$ cat src/hw/rtl/first_match_exit_rule_classifier_top_assert.svh
// ----------------------------------------------------------------------------
// Exit rule classifier assertion macros
// Shorthand for clocked implication checks used at the end of the top level.
// ----------------------------------------------------------------------------
`ifndef FIRST_MATCH_EXIT_RULE_CLASSIFIER_TOP_ASSERT_SVH
`define FIRST_MATCH_EXIT_RULE_CLASSIFIER_TOP_ASSERT_SVH

// Same-cycle implication, disabled during reset.
`define FMC_ASSERT_IMP(name, ante, cons, msg) \
  name: assert property (@(posedge clk) disable iff (rst) (ante) |-> (cons)) \
    else $error(msg);

// Next-cycle implication, disabled during reset.
`define FMC_ASSERT_NXT(name, ante, cons, msg) \
  name: assert property (@(posedge clk) disable iff (rst) (ante) |=> (cons)) \
    else $error(msg);

`endif

$ cat src/hw/rtl/fmc_pkg.sv
// ----------------------------------------------------------------------------
// Exit rule classifier package
// Item and rule types, operation and status codes, and the decode helpers.
// ----------------------------------------------------------------------------
package fmc_pkg;

  localparam logic [1:0] FUNC_LOOKUP  = 2'd0;
  localparam logic [1:0] FUNC_APPEND  = 2'd1;
  localparam logic [1:0] FUNC_PREPEND = 2'd2;

  localparam logic [1:0] FAM_ANY = 2'd0;
  localparam logic [1:0] FAM_V4  = 2'd1;
  localparam logic [1:0] FAM_V6  = 2'd2;

  localparam logic [1:0] STAT_OK   = 2'd0;
  localparam logic [1:0] STAT_FULL = 2'd1;
  localparam logic [1:0] STAT_BAD  = 2'd2;

  localparam logic [7:0] V4_PREFIX_MAX = 8'd32;
  localparam logic [7:0] V6_PREFIX_MAX = 8'd128;
  localparam logic [7:0] HALF_BITS     = 8'd64;

  localparam int IDX_W = 6;

  localparam logic [7:0] V6_ULA_MASK = 8'hFE;
  localparam logic [7:0] V6_ULA_PFX  = 8'hFC;
  localparam logic [7:0] V6_LL_BYTE  = 8'hFE;
  localparam logic [7:0] V6_LL_MASK  = 8'hC0;
  localparam logic [7:0] V6_LL_PFX   = 8'h80;

  typedef struct packed {
    logic [1:0]  func;
    logic [1:0]  family;
    logic [63:0] addr_hi;
    logic [63:0] addr_lo;
    logic [7:0]  pfx_len;
    logic [15:0] port_low;
    logic [15:0] port_high;
    logic        accept;
    logic [15:0] query_port;
  } req_t;

  typedef struct packed {
    logic [1:0]       status;
    logic             allowed;
    logic             private_hit;
    logic             matched;
    logic [IDX_W-1:0] match_index;
  } rsp_t;

  typedef struct packed {
    logic [1:0]  family;
    logic [7:0]  pfx_len;
    logic [15:0] port_low;
    logic [15:0] port_high;
    logic        accept;
    logic [63:0] addr_upper;
    logic [63:0] addr_lower;
  } rule_t;

  typedef struct packed {
    logic [1:0]  family;
    logic [63:0] addr_hi;
    logic [63:0] addr_lo;
    logic [15:0] port;
  } qry_t;

  // Private and loopback ranges; only IPv4 and IPv6 queries are checked.
  function automatic logic is_private(input logic [1:0] fam, input logic [63:0] hi,
                                      input logic [63:0] lo);
    logic [31:0] a;
    logic [7:0]  b0;
    logic [7:0]  b1;
    logic        v4;
    logic        v6;
    a  = lo[31:0];
    b0 = hi[63:56];
    b1 = hi[55:48];
    v4 = (a[31:24] == 8'h0A) || (a[31:20] == 12'hAC1) ||
         (a[31:16] == 16'hC0A8) || (a[31:24] == 8'h7F);
    v6 = ((hi == 64'd0) && (lo == 64'd1)) ||
         ((b0 & V6_ULA_MASK) == V6_ULA_PFX) ||
         ((b0 == V6_LL_BYTE) && ((b1 & V6_LL_MASK) == V6_LL_PFX));
    if (fam == FAM_V4) begin
      return v4;
    end else if (fam == FAM_V6) begin
      return v6;
    end
    return 1'b0;
  endfunction

  // A rule is rejected for an unknown family, an empty port range or a
  // prefix longer than its address.
  function automatic logic is_bad_rule(input logic [1:0] fam, input logic [7:0] pl,
                                       input logic [15:0] plo, input logic [15:0] phi);
    return (fam != FAM_ANY && fam != FAM_V4 && fam != FAM_V6) || (plo > phi) ||
           (fam == FAM_V4 && pl > V4_PREFIX_MAX) ||
           (fam == FAM_V6 && pl > V6_PREFIX_MAX);
  endfunction

endpackage

$ cat src/hw/rtl/fmc_rule_match.sv
// ----------------------------------------------------------------------------
// Rule compare unit
// Checks one stored rule against the held query: family, prefix and port.
// ----------------------------------------------------------------------------
module fmc_rule_match
  import fmc_pkg::*;
(
  input  rule_t rule,
  input  qry_t  qry,
  output logic  hit
);

  logic [31:0] mask_v4;
  logic [63:0] mask_hi;
  logic [63:0] mask_lo;
  logic [7:0]  lo_len;
  logic        addr_ok;
  logic        port_ok;

  // Shifting all ones right by the prefix length and inverting gives the
  // leading-ones mask; shifts of the full width or more saturate to all ones.
  always_comb begin
    mask_v4 = ~(32'hFFFF_FFFF >> rule.pfx_len);
    mask_hi = ~({64{1'b1}} >> rule.pfx_len);
    lo_len  = rule.pfx_len - HALF_BITS;
    mask_lo = (rule.pfx_len > HALF_BITS) ? ~({64{1'b1}} >> lo_len) : '0;
    case (rule.family)
      FAM_ANY: begin
        addr_ok = 1'b1;
      end
      FAM_V4: begin
        addr_ok = (qry.family == FAM_V4) &&
                  ((qry.addr_lo[31:0] & mask_v4) == (rule.addr_lower[31:0] & mask_v4));
      end
      FAM_V6: begin
        addr_ok = (qry.family == FAM_V6) &&
                  ((qry.addr_hi & mask_hi) == (rule.addr_upper & mask_hi)) &&
                  ((qry.addr_lo & mask_lo) == (rule.addr_lower & mask_lo));
      end
      default: begin
        addr_ok = 1'b0;
      end
    endcase
    port_ok = (qry.port >= rule.port_low) && (qry.port <= rule.port_high);
    hit     = addr_ok && port_ok;
  end

endmodule

$ cat config.mk
export PLATFORM = sky130hd
export DESIGN_NAME = fmc_rule_match
export DESIGN_NICKNAME = d
export VERILOG_FILES = /design/src/hw/rtl/first_match_exit_rule_classifier_top_assert.svh /design/src/hw/rtl/fmc_pkg.sv /design/src/hw/rtl/fmc_rule_match.sv
export SDC_FILE = /design/constraint.sdc
export NUM_CORES = 1
export LEC_CHECK = 0
export BUFFER_PORTS_ARGS = -buffer_cell sky130_fd_sc_hd__buf_2
export CAP_MARGIN = 10
export CORE_AREA = 3 3 124 126
export DETAILED_ROUTE_END_ITERATION = 8
export DIE_AREA = 0 0 127 129
export SYNTH_ARGS = -nofsm -noshare
export SYNTH_HDL_FRONTEND = slang
export SYNTH_SLANG_ARGS = --single-unit
$ cat constraint.sdc
create_clock -name vclk -period 7.4
set_input_delay 1.11 -clock vclk [all_inputs]
set_output_delay 1.11 -clock vclk [all_outputs]
set_load 0.01 [all_outputs]
==> key figures, run 1 <==
Floorplanning
  • Row count: 44
  • Die Wd: 127 um
  • I/O pins: 318
  • Starting Density: 29.9%
  • Total core area: 14400 um^2
  • Die height: 129 um
  • Die area: 16400 um^2

Logic synthesis
  • Avg Synthesized Cell Area: 6.75 um^2
  • Synth Instances: 638
  • Compound-Gate Fraction of Synth Area: 35.0%
  • Syn nets: 990
  • Synthesis Warnings: 0
  • Adder-Cell Fraction of Synth Area: 11.3%
  • Synth Area in Simple Gates: 19.5%
  • Multiplexer share of the synthesized area: 0%
  • Largest family of logic cells by synthesized area: compound AO/OA/AOI/OAI gates
  • Netlist Area Pre-Place: 4310 um^2
  • Register area share after synthesis: 0%
  • Xor/xnor share of the synthesized area: 26.8%
  • Synth unique cells: 66

Pwr
  • Total power: 392 uW
  • Power density cells: 65.6 nW/um^2
  • Maximum VDD drop: 0.0245 mV
  • P_leak: 0.00286 uW

Critical path
  • CP max FO: 20
  • Worst setup EP type: output port
  • Crit path launch type: primary input
  • WP data arrival: 4970 ps
  • CP Class: in -> out
  • CP required: 6290 ps

Final layout
  • Layout clock buffer count: 0
  • Fillers: 1563
  • Fraction of layout cells with a size suffix above 1: 35.5%
  • Multi-input logic area: 3990 um^2
  • Most common cell after layout, fill and taps aside: buf_2
  • Area delta synth->final: 38.7%
  • Inserted Diodes: 0
  • Register Area: 0 um^2
  • Design Area, Final: 5970 um^2
  • Most frequent cells in the layout: buf_2, xnor2_1, xor2_1, a21oi_1, o21ai_0
  • Total Nets Final: 1275
  • Seq_cells: 0
  • Final Util: 41.4%

Timing
  • Final hold violation count: 0
  • Final setup margin: 1320 ps
  • Fin crit share: 82.2%
  • Relative slew margins: 33.0%
  • Max Transition Viols Final: 0
  • Tmin final: 6080 ps
  • Worst slew pin tran: 1000 ps
  • Max frequency: 164 MHz
  • RSZ-0062 raised after global routing: false
  • Setup TNS: 0 ps
  • Final number of setup-violating endpoints: 0

Placement
  • IO buf count: 317
  • Placement Cell Area: 5970 um^2
  • DP Worst Slack: 1420 ps
  • GPL Wtd Cong: 0.943
  • Hpwl dp: 18.3 mm

Route
  • Antenna Nets Post-Route: 0
  • Via Count: 6160
  • Drt wl/cell: 19.5 um
  • Post-route DRC: 0
  • Drt pass-1 iters: 6
  • Initial DRC count: 665
  • Number of vias per cell: 5.57
  • Overall routed net length: 21.6 mm

GRT
  • Largest net degree at the start of global routing: 53
  • First-pass GRT wire length: 30.8 mm
  • Grt total ovfl: 0
  • Vias in the first global route: 5737
  • Tot GR Track Use: 23.6%
  • Initial antenna violation count: 0

Clocking
  • CTS Hold Bufs: 0
  • Post-CTS setup buffers: 0
  • Number of gates resized after CTS: 0

Outcome
  • Status: completed

Job
  • Max_cap viols: 0

Hold path
  • Worst Hold Class: in -> out
==> logic make-up (layout without fill, tap and decap cells) <==
group | count (synthesis) | in the layout
AOI/OAI and AO/OA | 234 | 234
buffers and inverters | 77 | 360
and+or+nand+nor | 155 | 155
adders and majority gates | 40 | 40
xor gates and xnor gates | 132 | 132
==> power by group <==
| group | switching, uW | total [uW] | leakage (uW) | internal, uW |
|---|---|---|---|---|
| logic | 222 | 392 | 0.00286 | 169 |
| registers | 0 | 0 | 0 | 0 |
| clock network | 0 | 0 | 0 | 0 |
| total | 222 | 392 | 0.00286 | 169 |
==> routing by layer <==
metal | vias up | share of wire [%] | routed length, um | track usage, %
met5 | - | 0 | 0 | 0
met4 | 0 | 1.9 | 417 | 4.23
met3 | 45 | 12 | 2590 | 3.65
met2 | 471 | 47 | 10200 | 41.5
met1 | 2701 | 39 | 8340 | 30.8
li1 | 2943 | - | - | -
==> worst paths after layout <==
kind,start,slack (ps),cells past startpoint,endpoint
worst max-delay path,rule[167],1320,12,hit
worst min-delay path,rule[170],2710,4,hit
==> Yosys cell counts (3+ instances only) <==
master	number	share of area, %
or3_1	3	0.44
buf_1	4	0.35
a311oi_1	4	0.81
nand2_1	28	2.4
clkbuf_1	16	1.4
maj3_1	5	1.2
xor2_1	64	13
ha_1	35	10
o31ai_1	3	0.52
xnor2_1	68	14
nand3_1	11	1.3
a2111oi_0	9	1.8
a211oi_1	4	0.70
a31oi_1	19	2.8
nor4_1	13	1.9
o21a_1	5	0.87
a21o_1	15	2.6
o2111ai_1	9	1.8
and3_1	3	0.44
and2_1	5	0.73
a211o_1	3	0.61
a21boi_0	5	0.87
nor2_1	36	3.1
nor2b_1	3	0.44
o211ai_1	7	1.2
inv_1	43	3.7
nor3_1	12	1.4
o22ai_1	9	1.3
o21ai_0	56	6.5
buf_2	13	1.5
or4_1	4	0.70
nand4_1	18	2.6
a21oi_1	58	6.7
nand2b_1	5	0.73
==> cell type report <==
class | instances | share of cell area (%)
Inverter | 43 | 2.70
Multi-Input combinational cell | 561 | 66.9
Tap cell | 184 | 3.86
Timing Repair Buffer | 317 | 26.6
==> critical path: stages <==
cell      delay (ps)
buf_2            350
inv_1            150
ha_1             640
and3b_1          630
a21oi_1          120
or4_1            580
nor4_1           300
nand4_1          130
o31ai_1          240
nand4_1          220
a211oi_2         320
buf_2            180
==> per-stage QoR <==
step / cells / hold WS, ps
floorplan: 638 / 2370
global placement: 1105 / 2690
detailed placement: 1105 / 2690
CTS: 1105 / 2690
global route: 1105 / 2710
finish: 1105 / 2710
(Power assumes the default switching activity.)
==> run 2: changes to the inputs <==
Settings changed: ABC_AREA from default to 1, CORE_AREA 3 3 124 126 to 3 3 122 124, DIE_AREA 0 0 127 129 to 0 0 125 127, PLACE_DENSITY from default to 0.69.
Clock period 7.4 ns to 6.26 ns, I/O delays scaled along.
==> key figures, run 2 <==
Timing
  • Max Transition Viols Final: 0 (unchanged)
  • Fin crit share: 79.8%
  • Fin Hold WS: 2290 ps (-411 ps)
  • Relative slew margins: 53.9% (+21 points)
  • Worst slew pin tran: 688 ps (-313 ps)
  • Final hold violation count: 0 (unchanged)
  • RSZ-0062 raised after global routing: false
  • Final number of setup-violating endpoints: 0 (unchanged)
  • Setup TNS: 0 ps (unchanged)
  • Max frequency: 200 MHz
  • Tmin final: 5000 ps

Route
  • Number of vias per cell: 4.83 (-13%)
  • Drt pass-1 iters: 5 (-1)
  • Overall routed net length: 21.9 mm (+1.7%)
  • Drt wl/cell: 14.7 um (-25%)
  • Initial DRC count: 463 (-30%)
  • Post-route DRC: 0 (unchanged)
  • Via Count: 7202 (+17%)
  • Antenna Nets Post-Route: 0 (unchanged)

Floorplanning
  • Row count: 43 (-2.3%)
  • Total core area: 13900 um^2 (-3.8%)
  • I/O pins: 318 (unchanged)
  • Die Wd: 125 um (-1.6%)
  • Die area: 15900 um^2 (-3.1%)
  • Die height: 127 um (-1.6%)
  • Starting Density: 36.4% (+6.5 points)

Critical path
  • Worst setup EP type: output port
  • CP required: 5320 ps (-970 ps)
  • CP Class: in -> out
  • Crit path launch type: primary input
  • CP max FO: 14 (-30%)
  • WP data arrival: 4060 ps (-910 ps)

GRT
  • First-pass GRT wire length: 33.9 mm (+9.9%)
  • Tot GR Track Use: 25.8% (+2.3 points)
  • Vias in the first global route: 6982 (+22%)
  • Grt total ovfl: 0 (unchanged)
  • Largest net degree at the start of global routing: 25 (-53%)
  • Initial antenna violation count: 0 (unchanged)

Clocking
  • Post-CTS setup buffers: 0 (unchanged)
  • Number of gates resized after CTS: 0 (unchanged)
  • CTS Hold Bufs: 0 (unchanged)

Pwr
  • Clock Power Share: 0% (unchanged)
  • Reg power frac: 0% (unchanged)
  • Switching power: 282 uW (+27%)
  • Power density cells: 70.4 nW/um^2 (+7.3%)
  • Switching part of the total power: 59.1% (+2.3 points)
  • Internal Power: 195 uW (+15%)
  • Maximum VDD drop: 0.0267 mV (+8.9%)
  • Comb pwr share: 100.0% (about the same)
  • P_leak: 0.00413 uW (+44%)

Final layout
  • Area delta synth->final: 34.2%
  • Fraction of layout cells with a size suffix above 1: 26.8% (-8.7 points)
  • Register Area: 0 um^2 (unchanged)
  • Inserted Diodes: 0 (unchanged)
  • Total Nets Final: 1665 (+31%)
  • Most frequent cells in the layout: nand2_1, buf_2, nor2_1, inv_1, xor2_1
  • Layout clock buffer count: 0 (unchanged)
  • Multi-input logic area: 4440 um^2 (+11%)
  • Seq_cells: 0 (unchanged)
  • Fillers: 1619 (+3.6%)
  • Most common cell after layout, fill and taps aside: nand2_1

Outcome
  • Status: completed

Placement
  • Hpwl dp: 19.5 mm (+6.8%)
  • IO buf count: 317 (unchanged)
  • GPL Wtd Cong: 0.987 (+4.6%)

Logic synthesis
  • Avg Synthesized Cell Area: 5.01 um^2 (-26%)
  • Leading cell types by count after synthesis: nand2_1, nor2_1, inv_1, xor2_1, nand3_1
  • Dominant cells by area after synthesis: nand2_1, xor2_1, nor2_1, inv_1, ha_1
  • Post-synth top area cell: nand2_1
  • Syn nets: 1359 (+37%)
  • Synth Instances: 1007 (+58%)
  • Top-count cell post-synth: nand2_1
  • Synthesis Warnings: 0 (unchanged)
  • Synth unique cells: 42 (-36%)
  • Netlist Area Pre-Place: 5050 um^2 (+17%)
  • Synth top area share: 28.1% (+14 points)
  • Register area share after synthesis: 0% (unchanged)

Hold path
  • Worst Hold Class: in -> out

Job
  • Max_cap viols: 0 (unchanged)
==> run 2: changes by cell type in the layout (fill, tap and decap cells not counted), sizes merged, moves of 9 or more <==
| cell | before | now |
|---|---|---|
| nand2 | 28 | 383 |
| a2111oi | 9 | 0 |
| inv | 43 | 135 |
| xnor2 | 68 | 20 |
| o21ai | 58 | 70 |
| nand4 | 18 | 9 |
| a21oi | 58 | 28 |
| a31oi | 19 | 1 |
| nor4 | 14 | 0 |
| nor2 | 36 | 143 |
| nand3 | 11 | 65 |
| xor2 | 64 | 79 |
| a21o | 15 | 1 |
==> run 2: per-layer routing <==
layer,vias to the layer above,wire length [um],share of wire [%],global-route usage (%)
met5,-,0,0,0
met4,0,465,2.1,4.78
met3,28,1970,9.0,2.97
met2,355,10900,50,48.7
met1,3067,8640,39,31.9
li1,3752,-,-,-
==> run 2: power by group through the flow <==
stage	Clock, uW	Combinational [uW]	Sequential [uW]
final	0	477	0
after global routing	0	537	0
after CTS	0	476	0
after detailed placement	0	473	0
after global placement	0	470	0
after floorplan	0	271	0
==> run 2: cell families (layout without fill, tap and decap cells) <==
| group | count (synthesis) | in the layout | share of synthesized area [%] |
|---|---|---|---|
| AOI/OAI and AO/OA | 110 | 110 | 11.9 |
| buffers and inverters | 150 | 454 | 12.0 |
| adders and majority gates | 35 | 35 | 8.67 |
| xor gates and xnor gates | 99 | 99 | 17.2 |
| and+or+nand+nor | 613 | 613 | 50.2 |
==> run 2: worst paths after layout <==
| path | startpoint | endpoint | slack (ps) | cells past startpoint |
|---|---|---|---|---|
| worst max-delay path | rule[167] | hit | 1260 | 14 |
| worst min-delay path | rule[170] | hit | 2290 | 5 |
==> run 2: final cells by class <==
class / instances / share of cell area [%]
inverters: 137 / 7.65
multi-input cells: 857 / 65.6
well taps: 180 / 3.33
repair buffers: 317 / 23.4
==> run 2: worst max-delay path, stage by stage <==
cell	delay (ps)
buf_2	230
inv_1	170
ha_1	580
nand2_1	420
nor2_1	310
nand2_1	110
o21ai_0	190
nand3_1	100
nor2_1	90
nand3_1	90
o21ai_1	350
nand3_1	150
a21oi_2	170
buf_2	160
==> run 2: stage by stage <==
| stage | instance area [um^2] | setup slack, ps | util (%) | instances | power, uW |
|---|---|---|---|---|---|
| after floorplan | 5050 | 2670 | - | 1007 | 271 |
| after global placement | 6770 | 1310 | 48.8 | 1491 | 470 |
| after detailed placement | 6770 | 1350 | 48.8 | 1491 | 473 |
| after CTS | 6770 | 1340 | 48.8 | 1491 | 476 |
| after global routing | 6770 | 982 | 48.8 | 1491 | 537 |
| final | 6770 | 1260 | 48.8 | 1491 | 477 |
